[config.mk]
export PLATFORM = sky130hd
export DESIGN_NAME = c3zp_fifo
export DESIGN_NICKNAME = d
export VERILOG_FILES = /design/src/design/c3zp_fifo.sv
export SDC_FILE = /design/constraint.sdc
export NUM_CORES = 1
export LEC_CHECK = 0
export ABC_AREA = 0
export BUFFER_PORTS_ARGS = -buffer_cell sky130_fd_sc_hd__buf_2
export CORE_MARGIN = 4
export CORE_UTILIZATION = 58
export CTS_BUF_LIST = sky130_fd_sc_hd__clkbuf_4 sky130_fd_sc_hd__clkbuf_8
export DETAILED_ROUTE_END_ITERATION = 10
export GPL_TIMING_DRIVEN = 0
export PLACE_DENSITY_LB_ADDON = 0.05
export SLEW_MARGIN = 20
export SYNTH_ARGS = -nofsm -noshare
export SYNTH_HDL_FRONTEND = slang
export SYNTH_SLANG_ARGS = --single-unit
export TNS_END_PERCENT = 5
[constraint.sdc]
create_clock -name i_clk -period 3.05 [get_ports i_clk]
set_clock_uncertainty 0.1 [all_clocks]
set_input_delay 0.305 -clock i_clk [delete_from_list [all_inputs] [get_ports i_clk]]
set_output_delay 0.305 -clock i_clk [all_outputs]
set_load 0.05 [all_outputs]
[src/design/c3zp_fifo.sv]
`default_nettype none

module c3zp_fifo #(
    parameter int WIDTH = 8,
    parameter int DEPTH = 4
) (
    input  logic                       i_clk,
    input  logic                       i_rst_n,
    input  logic                       i_push,
    input  logic [WIDTH-1:0]           i_data,
    input  logic                       i_pop,
    output logic [WIDTH-1:0]           o_data,
    output logic                       o_full,
    output logic                       o_empty,
    output logic [$clog2(DEPTH+1)-1:0] o_count
);

    localparam int PtrW   = $clog2(DEPTH);
    localparam int CountW = $clog2(DEPTH + 1);

    logic [WIDTH-1:0]  r_mem [DEPTH];
    logic [PtrW-1:0]   r_wptr, n_wptr;
    logic [PtrW-1:0]   r_rptr, n_rptr;
    logic [CountW-1:0] r_count, n_count;
    logic              do_push;
    logic              do_pop;

    assign o_full  = r_count == CountW'(DEPTH);
    assign o_empty = r_count == '0;
    assign o_count = r_count;
    assign o_data  = r_mem[r_rptr];

    always_comb begin
        do_push = i_push && !o_full;
        do_pop  = i_pop && !o_empty;
        n_wptr  = r_wptr;
        n_rptr  = r_rptr;
        n_count = r_count;
        if (do_push) begin
            n_wptr = (r_wptr == PtrW'(DEPTH - 1)) ? '0 : r_wptr + PtrW'(1);
        end
        if (do_pop) begin
            n_rptr = (r_rptr == PtrW'(DEPTH - 1)) ? '0 : r_rptr + PtrW'(1);
        end
        if (do_push && !do_pop) begin
            n_count = r_count + CountW'(1);
        end else if (do_pop && !do_push) begin
            n_count = r_count - CountW'(1);
        end
    end

    always_ff @(posedge i_clk) begin
        if (!i_rst_n) begin
            r_wptr  <= '0;
            r_rptr  <= '0;
            r_count <= '0;
        end else begin
            r_wptr  <= n_wptr;
            r_rptr  <= n_rptr;
            r_count <= n_count;
        end
    end

    always_ff @(posedge i_clk) begin
        if (do_push) begin
            r_mem[r_wptr] <= i_data;
        end
    end

endmodule

`default_nettype wire

Word-level counts from Yosys, hierarchy flattened
Memories as Yosys holds them, arrays and structs flattened. A register that Yosys moved wholly into a read port is not among the register bits.
Cells that the tools add are included.
{"block": "totals", "n_memories": 1, "word_cells": 29, "out_inout_bits": 13, "ram_bits": 32, "in_bits": 12, "regBits": 7}
{"name": "r_mem", "words": 4, "word_bits": 8, "read_ports": 1, "rd_ports_with_merged_regs": 1, "wr": 1, "line_no": "21", "text": "logic [WIDTH-1:0] r_mem [DEPTH];"}
{"block": "classes", "n_reduce_logical": 10, "mux": 8, "n_eq_ne": 3, "add_sub_neg": 4}
{"operator": "2-bit 2-to-1 mux", "n": 4}
{"operator": "3-bit 2-to-1 mux", "n": 2}
{"operator": "2-bit by 1-bit adder with 2-bit output, second input constant", "n": 2}
{"operator": "2-bit equality test, second input constant", "n": 2}
{"operator": "1-bit logical AND", "n": 4}
{"operator": "1-bit logical NOT", "n": 4}
{"operator": "3-bit by 1-bit adder with 3-bit output, second input constant", "n": 1}
{"operator": "3-bit equality test, second input constant", "n": 1}
{"operator": "3-bit logical NOT", "n": 1}
{"operator": "3-bit by 1-bit subtractor with 3-bit output, second input constant", "n": 1}
{"operator": "1-bit 2-to-1 mux", "n": 2}
{"operator": "2-bit nonzero test", "n": 1}

Logic depth before layout (Yosys ltp)
Gate-level depths: netlist (run 1).
{"block": "logic_depth", "depth_word": 7, "depth_mapped": 9}

Worst setup path before layout (run 1)
Ideal clock, no wire load.
{"block": "synth_path", "path_kind": "register to register", "from": "reg r_count[2], in the netlist o_count[2]", "to": "reg r_count[2], in the netlist o_count[2]", "setup_ps": 76, "n_path_buf": 1, "period_less_slack_ps": 2835, "arrival_time_ps": 2660, "required_ps": 2874, "slack_ps": 215, "stages_incl_launch_ff": 10, "cell_sequence": "dfxtp_1 nor3b_2 nor2b_1 buf_2 ha_1 inv_1 fa_1 xor2_1 or3_1 a21boi_0"}
{"block": "synth_via", "elab_chain_cells": 6, "word_cells_on_any_way": 15, "cone_classes": "2 x add/sub; 1 x eq/ne; 2 x mux; 10 x reduce/logical"}
{"element": "from (decl)", "line_no": "24", "text": "logic [CountW-1:0] r_count, n_count;"}
{"element": "from (signal assigned)", "line_no": "60", "text": "r_count <= n_count;"}
{"element": "3-bit equality test *", "line_no": "28", "text": "assign o_full = r_count == CountW'(DEPTH);"}
{"element": "via o_full", "line_no": "13", "text": "output logic o_full,"}
{"element": "1-bit logical NOT *", "line_no": "34", "text": "do_push = i_push && !o_full;"}
{"element": "1-bit logical AND *", "line_no": "34"}
{"element": "via do_push", "line_no": "25", "text": "logic do_push;"}
{"element": "1-bit logical NOT", "line_no": "47", "text": "end else if (do_pop && !do_push) begin"}
{"element": "1-bit logical AND", "line_no": "47"}
{"element": "2-bit nonzero test (no source line)"}
Mark *: on every way through the listed nets, which the timed path passes. The rest lies on a longest branch. The select of a mux whose other input is x is not followed.
A chain may end at the register's enable or synchronous reset.

Worst setup path in the final report (run 1)
{"block": "layout_path", "from": "reg r_count[0], in the netlist o_count[0]", "to": "reg r_count[2], in the netlist o_count[2]"}
{"block": "layout_via", "elab_chain_cells": 6, "word_cells_on_any_way": 15, "cone_classes": "2 x add/sub; 1 x eq/ne; 2 x mux; 10 x reduce/logical"}
{"element": "parallel branches: the longest is 6 deep, another holds 3-bit by 1-bit subtractor with 3-bit output"}
Several ways; the timed one is not identified. The select of a mux whose other input is x is not followed.

==> results of run 1 <==
logic make-up (layout without fill, tap and decap cells):
family / after synthesis / count (layout)
AO/OA/AOI/OAI: 5 / 5
XOR/XNOR: 2 / 2
adder cells (fa/ha/maj): 7 / 7
buffers and inverters: 7 / 39
flip-flops: 41 / 41
multiplexers: 11 / 11
AND/OR/NAND/NOR: 20 / 20
worst min path at each step:
stage	end	slack (ns)	from	depth (start not counted)
floorplan	r_mem[0][0]$_DFFE_PP_	0.30	i_data[0]	0
global placement	r_wptr[1]$_SDFFE_PN0P_	0.39	r_wptr[1]$_SDFFE_PN0P_	2
detailed placement	r_mem[3][5]$_DFFE_PP_	0.42	i_data[5]	1
CTS	r_mem[3][5]$_DFFE_PP_	0.06	i_data[5]	1
global route	r_mem[0][5]$_DFFE_PP_	0.04	i_data[5]	1
finish	r_mem[1][5]$_DFFE_PP_	0.07	i_data[5]	1
flip-flops by register name, indices dropped and copies added, names as in the netlist, named ones only:
signal   count
r_mem       32
o_count      3
r_rptr       2
r_wptr       2
placed cells by master (no fill, tap or decap), types with 2 or more instances in the layout:
| cell | synthesis | routed |
|---|---|---|
| inv_1 | 3 | 3 |
| nor2b_1 | 2 | 2 |
| buf_2 | 2 | 26 |
| and2_1 | 5 | 5 |
| mux2i_1 | 3 | 3 |
| nand3_1 | 2 | 2 |
| dfxtp_1 | 9 | 9 |
| edfxtp_1 | 32 | 32 |
| ha_1 | 6 | 6 |
| nand2_1 | 6 | 6 |
| o21ai_0 | 3 | 3 |
| nor2_1 | 2 | 2 |
| mux4_2 | 8 | 8 |
| clkbuf_4 | 0 | 8 |
per-layer routing:
layer	up-vias	wire length, um	GRT usage, %
met5	-	0	0
met4	0	19	5.57
met3	4	230	8.18
met2	28	1260	28.4
met1	400	930	17.6
li1	414	-	-
report_power, final:
part	leakage [nW]	switching (mW)	internal, mW	total [mW]
combinational	0.291	0.428	0.203	0.631
clock	0.0368	0.153	0.119	0.271
sequential	0.367	0.0471	0.687	0.734
total	0.695	0.627	1.01	1.64
stage by stage:
step	utilization, %	cell area [sq um]	power [mW]	setup WS [ns]	hold WS [ns]
floorplan	-	1630	1.25	0.215	0.304
finish	72.0	1850	1.64	0.616	0.0690
detailed placement	69.6	1790	1.39	0.640	0.423
CTS	72.0	1850	1.66	0.607	0.0573
global route	72.0	1850	1.74	0.430	0.0363
global placement	69.6	1790	1.37	0.688	0.386
critical path, delay by kind of cell (launching register included):
kind / cells / cell delay, ns
AND/OR/NAND/NOR: 1 / 0.30
buffers and inverters: 1 / 0.06
flip-flops: 1 / 0.39
AO/OA/AOI/OAI: 2 / 0.68
XOR/XNOR: 1 / 0.16
adder cells (fa/ha/maj): 2 / 0.67
final cells by class:
class | count | share of cell area (%)
buffer | 4 | 0.948
clock buffer | 8 | 3.25
inverter | 3 | 0.609
multi-input combinational | 45 | 24.9
sequential | 41 | 61.7
tap | 30 | 2.03
timing repair buffer | 24 | 6.50
==> out/results.tsv, run 1 <==
metric	value	unit
synth_area_leader_cell	edfxtp_1	
grt_pass1_vias	872	
die_area	0.00372	sq mm
crit_type	reg -> reg	
grt_use_total	16.5	%
startpoint_type	flop	
cp-startpoint	o_count[0]$_SDFFE_PN0P_	
placed_cells	147	
dr.first_iter.drc_count	13	
post-cts-setup-buffers	0	
rsz0062_at_grt	false	
core	0.00257	sq mm
overflow	0	
rrSetupSlack	0.62	ns
yosysWarnings	0	
area_growth	13.4	%
crit_end	o_count[2]$_SDFFE_PN0P_	
synthAdderAreaFrac	5.83	%
multiInputGateArea	460	sq um
ys_seq_elements	41	
setup_tns	0	ns
placementRows	18	
ioPinCount	25	
cts_htree_levels	2	
drv_cap	0	
initial_utilization	63.5	%
numCtsBuffers	5	
yosys.area_share.simple	6.60	%
regArea	0.00114	sq mm
hpwl	1.78	mm
arrival	2.61	ns
syn_area_per_cell	17.5	sq um
status	finished, final reports clean	
setup_viol	0	
grt_pass1_wl	4.06	mm
hold_viol_final	0	
cts.sinks	41	
io_buffers	24	
fin_cells	155	
vias	846	
rr_startpoint	o_count[0]$_SDFFE_PN0P_	
period_needed	2.43	ns
vias_per_cell	5.46	
nets	143	
clkTransAtPathRegs	0.10	ns
power.density	886	mW/mm^2
cts_root_buf	clkbuf_4	
wire_per_inst	15.7	um
path_cells	o31ai_1 -> ha_1 -> inv_1 -> fa_1 -> xor2_1 -> or3_1 -> a21boi_0	
synth-edff-count	32	
antenna_found_initial	0	
synth_top_family_by_area	multiplexers	
dieHeight	61.0	um
critPathMaxStageDelay	0.53	ns
ir_drop	0.000682	V
synth-compound-area-share	1.84	%
reg2reg_depth	7	
ys.flop_type	edfxtp_1	
postSynthCellCount	93	
synth.distinct_cells	23	
drive_above_1_share	34.4	%
finalWirelength	2.44	mm
clk_path_buf_depth	2	
fill_cells	173	
synth_most_common_cell	edfxtp_1	
cts_resized	0	
post-route-period-util	79.8	%
cts_tree	yes	
power.leakage	0.695	nW
r2r_end	o_count[2]$_SDFFE_PN0P_	
n_antenna_cell	0	
synth_xor_xnor_area_share	1.07	%
synth_mux_area_share	12.9	%
critPathCaptureType	flop	
syn-num-nets	112	
firstDrtPassIters	4	
crit_slowest_cell	o31ai_1	
clkLatencyLatePin	0.34	ns
ant_nets	0	
cts_hold_buf	0	
grt_max_degree	12	
final_max_slew_viol_count	0	
slew_headroom	62.8	%
post-route-drc-count	0	
fmax	411	MHz
synth_common_cells	edfxtp_1 (32), dfxtp_1 (9), mux4_2 (8)	
synth_area_leaders	edfxtp_1 (59%), dfxtp_1 (11%), mux4_2 (11%), ha_1 (4.6%), and2_1 (1.9%)	
ys_seq_area_share	70.0	%
ys_async_sr_fraction	0	%
synth_area	0.00163	sq mm
place_congestion	0.656	
worst_pin_slew	0.553	ns
crit_required	3.22	ns
crit_fanout	6	
hp-class	in -> reg	
synth_top_area_share	58.9	%
die_x	61.0	um
Power figures use the tool's default switching activity.
==> run 2, diff against run 1 <==
==> constraint.sdc (replaced) <==
create_clock -name i_clk -period 2.24 [get_ports i_clk]
set_clock_uncertainty 0.1 [all_clocks]
set_input_delay 0.224 -clock i_clk [delete_from_list [all_inputs] [get_ports i_clk]]
set_output_delay 0.224 -clock i_clk [all_outputs]
set_load 0.05 [all_outputs]
==> out/results.tsv, run 2 (synthesis results as in run 1) <==
metric	value	unit	change
status	finished, final reports clean		
regMostFlops	r_mem		
overflow	0		unchanged
setup_tns	0	ns	unchanged
post-route-period-util	94.9	%	+15 points
io_buffers	24		unchanged
antenna_found_initial	0		unchanged
cts.sinks	41		unchanged
busiest_layer	met2		
nets	152		+6.3%
path_cells	o31ai_4 -> ha_4 -> inv_2 -> fa_2 -> xor2_1 -> or3_1 -> a21boi_1		
arrival	2.29	ns	-0.32 ns
rsz0062_at_grt	false		
place_congestion	0.681		+3.8%
numCtsBuffers	5		unchanged
post-route-drc-count	0		unchanged
vias	886		+4.7%
placementRows	18		unchanged
firstDrtPassIters	4		unchanged
final_common_cell	edfxtp_1		
critPathCaptureType	flop		
grt_pass1_vias	931		+6.8%
grt_max_degree	13		+1
clkTransAtPathRegs	0.11	ns	about the same
drv_cap	0		unchanged
worst_slack	0.115	ns	-0.501 ns
hpwl	1.74	mm	-2.7%
cts_htree_levels	2		unchanged
pre_cts_ws	-0.142	ns	-0.782 ns
area_growth	21.4	%	
clk_path_buf_depth	2		unchanged
grt_util_met2	27.5	%	-0.92 points
ir_drop	0.000979	V	+44%
die_area	0.00372	sq mm	unchanged
vias_per_cell	5.40		-1.0%
finalWirelength	2.51	mm	+3.1%
initial_utilization	63.5	%	unchanged
cts_root_buf	clkbuf_4		
grt_use_total	16.3	%	-0.19 points
crit_slowest_cell	dfxtp_4		
dr.first_iter.drc_count	20		+7
clkLatencyLatePin	0.33	ns	about the same
dieHeight	61.0	um	unchanged
slew_headroom	67.8	%	+5.0 points
crit_type	reg -> reg		
drive_above_1_share	38.1	%	+3.7 points
fill_cells	159		-8.1%
period_needed	2.12	ns	-0.309 ns
largest_reg_flops	32		unchanged
grt_pass1_wl	4.28	mm	+5.3%
power.leakage	0.735	nW	+5.7%
fmax	471	MHz	+15%
crit_fanout	6		unchanged
hp-class	in -> reg		
startpoint_type	flop		
setup_viol	0		unchanged
holdWs	0.0816	ns	+0.0126 ns
critPathMaxStageDelay	0.39	ns	-0.14 ns
ioPinCount	25		unchanged
worst_pin_slew	0.482	ns	-0.0707 ns
fin_util	77.1	%	+5.1 points
final_max_slew_viol_count	0		unchanged
n_antenna_cell	0		unchanged
p_total	2.30	mW	+41%
wire_per_inst	15.3	um	-2.6%
final_cell_mix	edfxtp_1 (32), buf_2 (25), mux4_2 (8), dlygate4sd3_1 (8)		
core	0.00257	sq mm	unchanged
grt_use_met3	5.24	%	-2.9 points
hold_viol_final	0		unchanged
cts_tree	yes		
power.density	1160	mW/mm^2	+31%
crit_required	2.40	ns	-0.82 ns
met1_usage	20.1	%	+2.4 points
ant_nets	0		unchanged
die_x	61.0	um	unchanged
[run 2: cell type report]
class                      count  area (sq um)  share of cell area, %
timing repair buffer          33           208                   10.5
buffer                         4          20.0                   1.01
sequential                    41          1150                   58.2
tap                           30          37.5                   1.90
multi-input combinational     45           495                   25.0
clock inverter                 2          10.0                  0.506
inverter                       3          11.3                  0.569
clock buffer                   6          45.0                   2.28
[run 2: report_power, final]
part,internal (mW),total (mW),switching [mW]
sequential,0.946,1.03,0.0803
combinational,0.324,0.925,0.601
clock,0.132,0.350,0.218
[run 2: path summary, 6_finish.rpt]
check	start	depth (start not counted)	slack [ns]	to
hold reg to reg	r_wptr[1]$_SDFFE_PN0P_	2	0.42	r_wptr[1]$_SDFFE_PN0P_
setup / recovery	o_count[1]$_SDFFE_PN0P_	7	0.12	o_count[2]$_SDFFE_PN0P_
hold / removal	i_rst_n	3	0.08	flop
setup reg to reg	o_count[1]$_SDFFE_PN0P_	7	0.12	o_count[2]$_SDFFE_PN0P_
[run 2: routing by layer]
metal  wire [um]  vias to the layer above
met5           0                        -
met4          31                        0
met3         137                        4
met2        1280                       26
met1        1060                      426
li1            -                      430
[run 2: timing repair]
action / 4_1_cts / 5_1_grt
endpoints found under the setup margin: 1 / 1
gates resized for setup: 1 / 1
hold buffers: 7 / 1
buffers inserted: 0 / 1
hold endpoints to repair: 27 / 4
[run 2: stage by stage]
step | instance area, sq um | std cells
6_report | 1980 | 164
5_1_grt | 1980 | 164
4_1_cts | 1950 | 162
3_5_place_dp | 1820 | 147
3_3_place_gp | 1820 | 147
2_1_floorplan | 1670 | 93
[run 2: worst max-delay path, delay by kind of cell, from the launching register on]
family                   cells  cell delay (ns)
AO/OA/AOI/OAI                2             0.48
XOR/XNOR                     1             0.16
adder cells (fa/ha/maj)      2             0.55
buffers and inverters        1             0.04
flip-flops                   1             0.39
AND/OR/NAND/NOR              1             0.32
