### config.mk
export PLATFORM = sky130hd
export DESIGN_NAME = c3zp_front
export DESIGN_NICKNAME = d
export VERILOG_FILES = /design/src/design/c3zp_pkg.sv /design/src/design/c3zp_front.sv
export SDC_FILE = /design/constraint.sdc
export NUM_CORES = 1
export LEC_CHECK = 0
export ABC_AREA = 1
export CAP_MARGIN = 10
export CORE_MARGIN = 3
export CORE_UTILIZATION = 60
export CTS_CLUSTER_SIZE = 30
export DETAILED_ROUTE_END_ITERATION = 10
export DONT_BUFFER_PORTS = 1
export GPL_TIMING_DRIVEN = 0
export HOLD_SLACK_MARGIN = 0.12
export PLACE_DENSITY_LB_ADDON = 0.1
export SYNTH_ARGS = -nofsm -noshare
export SYNTH_HDL_FRONTEND = slang
export SYNTH_SLANG_ARGS = --single-unit
### constraint.sdc
create_clock -name i_clk -period 3.4 [get_ports i_clk]
set_input_delay 0 -clock i_clk [delete_from_list [all_inputs] [get_ports i_clk]]
set_output_delay 0 -clock i_clk [all_outputs]
set_load 0.01 [all_outputs]
### src/design/c3zp_pkg.sv
`default_nettype none

package c3zp_pkg;

    localparam int KERNEL_SIZE    = 3;
    localparam int PIXEL_W        = 8;
    localparam int WEIGHT_W       = 16;
    localparam int PROD_W         = 24;
    localparam int WIDTH_W        = 11;
    localparam int HEIGHT_W       = 16;
    localparam int LINE_W         = 17;
    localparam int CFG_W          = 48;
    localparam int CFG_INDEX_W    = 3;
    localparam int FEED_DEPTH     = 4;
    localparam int RESULT_DEPTH   = 8;
    localparam int RESULT_COUNT_W = $clog2(RESULT_DEPTH + 1);

    localparam logic [CFG_W-1:0]    KERNEL_ROW_ONE_RESET = 48'h0000_0100_0000;
    localparam logic [HEIGHT_W-1:0] IMAGE_HEIGHT_RESET   = 16'd1024;
    localparam int                  IMAGE_WIDTH_RESET    = 1024;

    typedef enum logic {
        OP_PIXEL = 1'b0,
        OP_FLUSH = 1'b1
    } t_op;

    typedef enum logic [CFG_INDEX_W-1:0] {
        REG_KERNEL_ROW_ZERO = 3'd0,
        REG_KERNEL_ROW_ONE  = 3'd1,
        REG_KERNEL_ROW_TWO  = 3'd2,
        REG_IMAGE_WIDTH     = 3'd3,
        REG_IMAGE_HEIGHT    = 3'd4
    } t_reg_index;

    typedef struct packed {
        t_op               op;
        logic [PIXEL_W-1:0] pixel;
    } t_in_item;

    typedef struct packed {
        logic [PIXEL_W-1:0] out_pixel;
        logic               frame_end;
    } t_out_item;

    // One column of the neighborhood, index 0 is the oldest line
    typedef logic [KERNEL_SIZE-1:0][PIXEL_W-1:0] t_column;

    // Weight [a][b] scales the neighbor at column offset a-1, line offset b-1
    typedef logic [KERNEL_SIZE-1:0][KERNEL_SIZE-1:0][WEIGHT_W-1:0] t_kernel;

    // One step of the line store and window, as decided by the front end
    typedef struct packed {
        logic [PIXEL_W-1:0]     pixel;
        logic                   first_column;
        logic                   has_result;
        logic [KERNEL_SIZE-1:0] x_pad;
        logic [KERNEL_SIZE-1:0] y_pad;
        logic                   frame_end;
    } t_feed_op;

endpackage

`default_nettype wire

### src/design/c3zp_front.sv
`default_nettype none

module c3zp_front #(
    parameter int MAX_WIDTH = 1024
) (
    input  logic                              i_clk,
    input  logic                              i_rst_n,
    input  logic                              i_push,
    input  c3zp_pkg::t_in_item                i_item,
    output logic                              o_full,
    input  logic [c3zp_pkg::WIDTH_W-1:0]      i_width,
    input  logic [c3zp_pkg::HEIGHT_W-1:0]     i_height,
    input  logic                              i_restart,
    input  logic                              i_q_full,
    output logic                              o_q_push,
    output c3zp_pkg::t_feed_op                o_op,
    output logic [$clog2(MAX_WIDTH)-1:0]      o_col
);

    localparam int ColW    = $clog2(MAX_WIDTH);
    localparam int WidthW  = c3zp_pkg::WIDTH_W;
    localparam int HeightW = c3zp_pkg::HEIGHT_W;
    localparam int LineW   = c3zp_pkg::LINE_W;
    localparam int CmpW    = ((ColW > WidthW) ? ColW : WidthW) + 1;

    logic [ColW-1:0]    r_in_col, n_in_col;
    logic [LineW-1:0]   r_in_line, n_in_line;
    logic [ColW-1:0]    r_out_col, n_out_col;
    logic [HeightW-1:0] r_out_line, n_out_line;
    logic               r_extra, n_extra;

    logic [CmpW-1:0]    width_x;
    logic [CmpW-1:0]    in_col_inc;
    logic [CmpW-1:0]    out_col_inc;
    logic [LineW-1:0]   height_x;
    logic [LineW-1:0]   out_line_inc;
    logic               complete;
    logic               accept;
    logic               flush_item;
    logic               feed;
    logic               ready;
    logic               in_wrap;
    logic               out_col_last;
    logic               out_line_last;

    // A second step is pending while a flush had to step over the drain start
    assign o_full = i_q_full || r_extra;

    always_comb begin
        width_x       = CmpW'(i_width);
        height_x      = LineW'(i_height);
        in_col_inc    = CmpW'(r_in_col) + CmpW'(1);
        out_col_inc   = CmpW'(r_out_col) + CmpW'(1);
        out_line_inc  = LineW'(r_out_line) + LineW'(1);
        complete      = r_in_line >= height_x;
        accept        = i_push && !o_full;
        flush_item    = i_item.op == c3zp_pkg::OP_FLUSH;
        in_wrap       = in_col_inc >= width_x;
        out_col_last  = out_col_inc >= width_x;
        out_line_last = out_line_inc >= height_x;
        ready         = (r_in_line >= LineW'(2))
                        || ((r_in_line == LineW'(1)) && (r_in_col != '0));

        o_op = '0;
        if (r_extra) begin
            feed           = !i_q_full;
            o_op.pixel     = '0;
        end else begin
            feed           = accept && (flush_item ? complete : !complete);
            o_op.pixel     = flush_item ? '0 : i_item.pixel;
        end
        o_op.first_column = r_in_col == '0;
        o_op.has_result   = ready;
        o_op.x_pad[0]     = r_out_col == '0;
        o_op.x_pad[1]     = CmpW'(r_out_col) >= width_x;
        o_op.x_pad[2]     = out_col_last;
        o_op.y_pad[0]     = r_out_line == '0;
        o_op.y_pad[1]     = LineW'(r_out_line) >= height_x;
        o_op.y_pad[2]     = out_line_last;
        o_op.frame_end    = out_col_last && out_line_last;
        o_q_push          = feed;
        o_col             = r_in_col;

        n_in_col   = r_in_col;
        n_in_line  = r_in_line;
        n_out_col  = r_out_col;
        n_out_line = r_out_line;
        if (feed) begin
            // advance the input position
            if (in_wrap) begin
                n_in_col  = '0;
                n_in_line = r_in_line + LineW'(1);
            end else begin
                n_in_col  = ColW'(in_col_inc);
            end
            // advance the output position; the last output restarts the frame
            if (ready) begin
                if (out_col_last && out_line_last) begin
                    n_in_col   = '0;
                    n_in_line  = '0;
                    n_out_col  = '0;
                    n_out_line = '0;
                end else if (out_col_last) begin
                    n_out_col  = '0;
                    n_out_line = r_out_line + HeightW'(1);
                end else begin
                    n_out_col  = ColW'(out_col_inc);
                end
            end
        end

        if (r_extra) begin
            n_extra = i_q_full;
        end else begin
            n_extra = feed && flush_item && !ready;
        end

        if (i_restart) begin
            n_in_col   = '0;
            n_in_line  = '0;
            n_out_col  = '0;
            n_out_line = '0;
            n_extra    = 1'b0;
        end
    end

    always_ff @(posedge i_clk) begin
        if (!i_rst_n) begin
            r_in_col   <= '0;
            r_in_line  <= '0;
            r_out_col  <= '0;
            r_out_line <= '0;
            r_extra    <= 1'b0;
        end else begin
            r_in_col   <= n_in_col;
            r_in_line  <= n_in_line;
            r_out_col  <= n_out_col;
            r_out_line <= n_out_line;
            r_extra    <= n_extra;
        end
    end

endmodule

`default_nettype wire

* Word level (Yosys, flattened, before mapping)
Index checks and enable logic that the tools add are counted.
** Cells by class
- Bitwise gates (word level) :: 1
- $lt $le $gt $ge :: 7
- Mux-type cells :: 15
- Reductions and logical operators :: 20
- $add $sub $neg :: 5
- Equal/unequal tests :: 1
** Operator list (count)
- 2-to-1 mux 17 bit :: 3
- 2-to-1 mux 10 bit :: 5
- >= comparator 17 x 16 -> 1 bit :: 2
- 2-to-1 mux 16 bit :: 2
- adder 10 x 1 -> 11 bit (second input constant) :: 2
- >= comparator 11 bit :: 2
- logical NOT 10 bit :: 2
- adder 16 x 1 -> 17 bit (second input constant) :: 1
- adder 17 x 1 -> 17 bit (second input constant) :: 1
- == test 17 x 1 -> 1 bit (second input constant) :: 1
- >= comparator 17 x 2 -> 1 bit (second input constant) :: 1
- adder 16 x 1 -> 16 bit (second input constant) :: 1
- >= comparator 16 bit :: 1
- logical NOT 16 bit :: 1
- 2-to-1 mux 8 bit :: 2
- >= comparator 10 x 11 -> 1 bit :: 1
- nonzero test 10 bit :: 1
- logical AND 1 bit :: 6
- logical NOT 1 bit :: 4
- 2-to-1 mux 1 bit :: 3
- AND reduction 3 bit :: 1
- logical OR 1 bit :: 2
- AND reduction 2 bit :: 1
- nonzero test 2 bit :: 1
- 2 further kinds :: 2
** Word-level totals
- Word-level logic and storage cells :: 54
- Input bits :: 41
- Register bits :: 54
- Output and inout bits :: 29

* Longest topological paths before layout
Gate-level depths: netlist of the first run.
- Depth in word-level cells :: 8
- Gate-level depth with buffers :: 21
- Gate-level depth less buffers :: 21

* Worst setup path before layout of the first run
OpenSTA, ideal clock, no wires.
- Kind :: register to register
- Start :: register r_out_line[0]
- End :: register r_in_line[11]
- Stages on the path, launching flop included :: 17
- Buffers on the path :: 1
- Path slack :: 0.477 ns
- Arrival :: 2.853 ns
- Data required time :: 3.329 ns
- Period minus slack after synthesis :: 2.923 ns
- Cells stage by stage :: dfxtp_1 > ha_1 > nand2_1 > nor2_1 > and3_1 > nand3_1 > xor2_1 > inv_1 > ha_1 > a21oi_1 > o21bai_1 > a41oi_2 > nand3_4 > nand2_1 > buf_4 > nand3_1 > a21oi_1
** Between the ends
- Longest elaborated chain between the ends :: 5
** Ends and longest elaborated chain
- start, declared :: line c3zp_front.sv:29 : logic [HeightW-1:0] r_out_line, n_out_line;
- start signal, assigned :: line c3zp_front.sv:138 : r_out_line <= n_out_line;
- adder 16 x 1 -> 17 bit :: line c3zp_front.sv:54 : out_line_inc = LineW'(r_out_line) + LineW'(1);
- >= comparator 17 x 16 -> 1 bit :: line c3zp_front.sv:60 : out_line_last = out_line_inc >= height_x;
- net out_line_last :: line c3zp_front.sv:44 : logic out_line_last;
- logical AND 1 bit :: line c3zp_front.sv:98 : if (out_col_last && out_line_last) begin
- 2-to-1 mux 17 bit :: line c3zp_front.sv:98
- 2-to-1 mux 17 bit :: line c3zp_front.sv:97 : if (ready) begin
- end signal, assigned :: line c3zp_front.sv:136 : r_in_line <= n_in_line;
- end, declared :: line c3zp_front.sv:27 : logic [LineW-1:0] r_in_line, n_in_line;
The timed path passes the listed nets, and every way through them passes these cells.
A chain may end at the register's enable or synchronous reset.

==> summary.md, run 1 <==
| Metric | Value |
|---|---|
| Status | `finished clean` |
| Ranking of synthesized cells by area | `ha_1 (19%), dfxtp_1 (19%), nand2_1 (12%)` |
| Setup Viol. Count Final | `0` |
| Initial antenna violation count | `0` |
| Core area | `9240 um^2` |
| Avg Synthesized Cell Area | `6.44 um^2` |
| Total CTS buffers | `5` |
| Cell Area, Synth | `5730 um^2` |
| Vias in the first global route | `5705` |
| Worst slew pin tran | `0.725 ns` |
| Layout fillers | `848` |
| Critical path's slowest cell | `dfxtp_2` |
| Ports | `70` |
| Port Buffers | `0` |
| Total gr overflow | `0` |
| Most frequent cells in the layout | `nand2_1 (173), inv_1 (139), nor2_1 (115)` |
| Fmax achieved | `0.312 GHz` |
| 1st-iter DRT viols | `344` |
| Sink Count | `54` |
| Gr usage total | `29.0%` |
| Initial Util | `slightly above 60%` |
| Setup TNS | `0 ns` |
| Die Ht | `104 um` |
| Final wirelength | `approximately 16 mm` |
| Final worst-path cycle share | `94.3%` |
| Worst R2R Setup Slack | `0.22 ns` |
| Via-per-instance ratio | `around 5.6` |
| Num rows | `35` |
| Critical path class | `flop to primary output` |
| Clk_skew | `about 0.0073 ns` |
| Initial DRT Pass Iterations | `5` |
| Core Util, Final | `67.4%` |
| First-pass GRT wire length | `roughly 26 mm` |
| Final Max Tran Viols | `0` |
| Net Count, Synth | `approximately 1k` |
| Post-synthesis sequential element count | `54` |
| Ys async rst share | `0%` |
| Diode count | `0` |
| CP Data Required Time | `between 3 and 4 ns` |
| H-tree Lvls | `2` |
| Die width | `104 um` |
| Max_slew headroom | `slightly above 50%` |
| Worst-skew pair later-pin latency | `0.31 ns` |
| Die area | `10800 um^2` |
| Crit-path max FO | `10` |
| Post-synth EDFFs | `0` |
| Area grow syn2layout | `8.74%` |
| Worst hold slack | `0.155 ns` |
| Leakage | `0.00315 uW` |
| Layout cells sized above 1 | `7.44%` |
| Final Hold Vio Count | `0` |
| Cells after Synth | `890` |
| Synth top area share | `19.4%` |
| CTS max path bufs | `2` |
| Max Cap Viol | `0` |
| YS warnings | `0` |
| Final nets | `1044` |
| Hold Path Class | `primary input to flop` |
| CP most frequent cell | `inv_1` |
| Most common cell after layout, fill and taps aside | `nand2_1` |
| CP Capture Type | `primary output` |
| Power per cell area | `190 nW/um^2` |
| Clock transition at path regs | `0.10 ns` |
| DRC | `0` |
| Delay-heaviest family, CP | `simple AND/OR/NAND/NOR gates` |
| Worst Setup Start Kind | `flop` |
| Gpl congestion | `about 0.95` |
| Setup WS post-layout | `0.193 ns` |
| CP cell instances | `inv_1 -> nor3_4 -> nand2_1 -> inv_1 -> nand3_2 -> nor3_2 -> nand2_1 -> xor2_2 -> inv_1 -> ha_1 -> inv_1 -> o21bai_1 -> a41oi_2 -> nand3_4 -> nand2_2 -> buf_6 -> inv_1` |
| TritonCTS clock tree | `built` |
| Fin crit period | `3.21 ns` |
| Register area share after synthesis | `between 10% and 20%` |
| Vias | `between 5k and 6k` |
| Routed Antenna Nets | `0` |
| Max stage delay on crit path | `0.37 ns` |
| Synth Flop Type | `dfxtp_1` |
| Routed WL per cell | `approximately 15 um` |
| Largest net degree at the start of global routing | `15` |
| DP Wirelength | `12.7 mm` |
| Post-place setup slack | `-0.214 ns` |
| CP arrival | `3.21 ns` |
| Distinct cells, synth | `39` |
| Cell accounting for the most synthesized area | `ha_1` |
| Crit path buf inv count | `6` |
| Peak supply drop | `0.000156 V` |
| Root buffer cell | `clkbuf_8` |
sequential cells by signal, summed over array words and instances (netlist names):
signal and count:
r_in_line 17, r_out_line 16, o_col 10, r_out_col 10, r_extra 1
final cells by class:
cell class,count,area (um^2),share of cell area [%]
Multi-Input combinational cell,672,4070,65.3
Sequential cell,54,1090,17.5
Tap cell,129,161,2.59
Inverter,144,547,8.78
Clock buffer,7,76.3,1.23
Buffer,18,113,1.81
Timing Repair Buffer,19,173,2.77
synth_stat cells, types with 2 or more instances:
cell type and instances:
a21oi_1 65, nor3_1 18, nand4_2 2, nand4_1 30, ha_1 89, a21o_1 3, o21a_1 3, nor3_2 3
dfxtp_1 54, buf_4 6, nand2_1 176, clkbuf_1 5, nor2_1 117, nand3_1 72, nor2_2 2, xor2_1 33
inv_2 3, buf_2 8, nand3_4 2, nor4_1 6, o21ai_0 36, inv_1 140
worst register-to-register path: cells and delay by family (launching register included):
family	cells	cell delay [ns]
AND/OR/NAND/NOR	11	1.65
buffers and inverters	5	0.42
flip-flops	1	0.37
adder cells (fa/ha/maj)	1	0.27
XOR/XNOR	1	0.19
AO/OA/AOI/OAI	1	0.18
logic make-up after synthesis:
group	count (synthesis)	share of synthesized area [%]
XOR/XNOR	33	5.04
buffers and inverters	164	11.4
AO/OA/AOI/OAI	113	10.7
adder cells (fa/ha/maj)	89	19.4
flip-flops	54	18.9
AND/OR/NAND/NOR	437	34.5
power by group:
part           leakage [uW]  switching, uW  internal [uW]  total, uW
Combinational       0.00268            123           60.1        183
Clock             0.0000383            217            143        360
Sequential         0.000439           5.99            634        640
layer usage:
layer / GRT usage (%) / wire, um / vias to the layer above / part of all wire (%)
met5: 0 / 0 / - / 0
li1: - / - / 2965 / -
met4: 8.74 / 282 / 0 / 1.8
met3: 4.17 / 939 / 30 / 5.9
met1: 35.6 / 6640 / 2677 / 42
met2: 52.6 / 7940 / 214 / 50
stage by stage:
stage	instances	total power, uW	area (um^2)
floorplan	890	778	5730
global route	1043	1230	6230
CTS	1040	1180	6110
finish	1043	1180	6230
detailed placement	1019	821	5890
global placement	1019	813	5890
path summary, 6_finish.rpt:
check / start / end / cells after the start
hold reg to reg: r_in_line[15]$_SDFFE_PP0N_ / r_in_line[15]$_SDFFE_PP0N_ / 2
hold / removal: i_rst_n / r_out_col[2]$_SDFFE_PP0P_ / 4
setup reg to reg: r_out_line[0]$_SDFFE_PP0P_ / r_in_line[1]$_SDFFE_PP0N_ / 19
setup / recovery: r_out_line[0]$_SDFFE_PP0P_ / o_op[0] / 17
repair_timing:
| item | in CTS | in global routing |
|---|---|---|
| pin swaps | 1 | 4 |
| hold endpoints to repair | 22 | 0 |
| endpoints found under the setup margin | 25 | 55 |
| setup buffers | 2 | 5 |
| gates resized for setup | 5 | 27 |
| hold buffers | 12 | 0 |
(Power assumes the default switching activity.)
==> run 2: changes to the inputs <==
- MAX_ROUTING_LAYER: not set -> met4
==> summary.md, run 2 (synthesized netlist as in run 1, its figures left out) <==
| Metric | Value |
|---|---|
| Hold Path Class | `primary input to flop` |
| Crit-path max FO | `10 (unchanged)` |
| Clock transition at path regs | `0.10 ns (about the same)` |
| Critical path's slowest cell | `dfxtp_2` |
| Vias | `5864 (-0.37%)` |
| Top reg by flops | `r_in_line` |
| Sink Count | `54 (unchanged)` |
| Leakage | `0.00317 uW (+0.49%)` |
| Core area | `9240 um^2 (unchanged)` |
| Core Util, Final | `67.9% (+0.50 points)` |
| H-tree Lvls | `2 (unchanged)` |
| Die width | `104 um (unchanged)` |
| Final nets | `1048 (+0.38%)` |
| Ports | `70 (unchanged)` |
| Total gr overflow | `0 (unchanged)` |
| Setup Viol. Count Final | `0 (unchanged)` |
| Power per cell area | `202 nW/um^2 (+6.3%)` |
| Most frequent cells in the layout | `nand2_1 (173), inv_1 (139), nor2_1 (115)` |
| DRC | `0 (unchanged)` |
| Num rows | `35 (unchanged)` |
| Max stage delay on crit path | `0.38 ns (about the same)` |
| 1st-iter DRT viols | `391 (+14%)` |
| Initial Util | `62.0% (unchanged)` |
| Root buffer cell | `clkbuf_8` |
| Port Buffers | `0 (unchanged)` |
| Final worst-path cycle share | `96.9% (+2.5 points)` |
| Setup TNS | `0 ns (unchanged)` |
| Worst hold slack | `0.185 ns (+0.0301 ns)` |
| Total Power Consumption | `1270 uW (+7.1%)` |
| CP Data Required Time | `3.40 ns (about the same)` |
| TritonCTS clock tree | `built` |
| Clk_skew | `0.00771 ns (+0.000362 ns)` |
| CTS max path bufs | `2 (unchanged)` |
| Via-per-instance ratio | `5.60 (-0.85%)` |
| Layout cells sized above 1 | `7.62% (+0.18 points)` |
| Total CTS buffers | `5 (unchanged)` |
| Worst R2R Setup Slack | `0.16 ns (-0.06 ns)` |
| Worst slew pin tran | `0.706 ns (-0.0188 ns)` |
| DP Wirelength | `12.7 mm (+0.14%)` |
| Max Cap Viol | `0 (unchanged)` |
| Area grow syn2layout | `9.54%` |
| CP arrival | `3.29 ns (+0.08 ns)` |
| Gpl congestion | `0.960 (+0.54%)` |
| CP cell instances | `inv_1 -> nor3_4 -> nand2_1 -> inv_1 -> nand3_1 -> nor3_2 -> nand2_1 -> xor2_2 -> inv_1 -> ha_1 -> inv_1 -> o21bai_1 -> a41oi_2 -> nand3_4 -> nand2_2 -> buf_6 -> inv_1` |
| Max_slew headroom | `52.3% (+1.3 points)` |
| First-pass GRT wire length | `26.5 mm (+0.34%)` |
| RSZ-0062 raised after global routing | `true` |
| Worst Setup Start Kind | `flop` |
| Peak supply drop | `0.000165 V (+6.3%)` |
| Regs by FF count | `r_in_line (17), r_out_line (16)` |
| Final Max Tran Viols | `0 (unchanged)` |
| Crit path buf inv count | `6 (unchanged)` |
| Final wirelength | `15.9 mm (+0.71%)` |
| Die area | `10800 um^2 (unchanged)` |
| Delay-heaviest family, CP | `simple AND/OR/NAND/NOR gates` |
| Routed Antenna Nets | `0 (unchanged)` |
| Largest register FFs | `17 (unchanged)` |
| Routed WL per cell | `15.2 um (+0.23%)` |
| Initial antenna violation count | `0 (unchanged)` |
| Initial DRT Pass Iterations | `5 (unchanged)` |
| Critical path class | `flop to primary output` |
| Largest net degree at the start of global routing | `16 (+1)` |
| Final Hold Vio Count | `0 (unchanged)` |
| Diode count | `0 (unchanged)` |
| CP most frequent cell | `inv_1` |
| Vias in the first global route | `5614 (-1.6%)` |
| Final Cell Area | `6280 um^2 (+0.74%)` |
| Fmax achieved | `0.304 GHz (-2.6%)` |
| CP Capture Type | `primary output` |
| Status | `finished clean` |
| Area after DPL | `5890 um^2 (unchanged)` |
| Fin crit period | `3.29 ns (+0.0864 ns)` |
| Die Ht | `104 um (unchanged)` |
| Gr usage total | `30.0% (+0.95 points)` |
| Most common cell after layout, fill and taps aside | `nand2_1` |
| Worst-skew pair later-pin latency | `0.31 ns (about the same)` |
-- run 2: worst min-delay path: stages --
cell and delay (ns):
nand2_1 0.08, nand2_2 0.12, nand3_1 0.13, xor2_1 0.07, nor2_1 0.07
-- run 2: repair_timing --
action	in CTS	in global routing
setup buffers	2	7
pin swaps	1	3
resized for setup	9	21
hold buffers	13	0
endpoints found under the setup margin	33	48
hold endpoints to repair	22	0
-- run 2: cell type report --
class                      count  area (um^2)
tap                          129          161
clock buffer                   7         76.3
fill                         878         2960
inverter                     144          543
buffer                        19          120
sequential                    54         1090
multi-input combinational    672         4060
timing repair buffer          22          198
clock inverter                 1         30.0
-- run 2: final timing paths --
| path | startpoint | end | cells past startpoint |
|---|---|---|---|
| setup reg to reg | r_out_line[2]$_SDFFE_PP0P_ | r_in_line[1]$_SDFFE_PP0N_ | 19 |
| setup / recovery | r_out_line[2]$_SDFFE_PP0P_ | o_op[0] | 17 |
| hold / removal | i_push | r_in_line[0]$_SDFFE_PP0N_ | 5 |
| hold reg to reg | r_out_line[5]$_SDFFE_PP0P_ | r_out_line[5]$_SDFFE_PP0P_ | 2 |
-- run 2: through the flow --
step / cells / worst slack [ns]
finish: 1048 / 0.106
floorplan: 890 / 0.477
detailed placement: 1019 / -0.297
global placement: 1019 / -0.144
global route: 1048 / -0.0967
CTS: 1042 / 0.0206
-- run 2: layer usage --
layer  vias to the layer above  wire (um)  GRT usage, %
met4                         0        357          8.36
li1                       2963          -             -
met3                        38        861          4.30
met5                         -          0             -
met1                      2680       6790          36.4
met2                       183       7910          52.1
-- run 2: power breakdown --
part	switching [uW]	leakage, uW	internal [uW]
clock	223	0.0000524	221
sequential	5.96	0.000439	635
combinational	121	0.00268	61.4
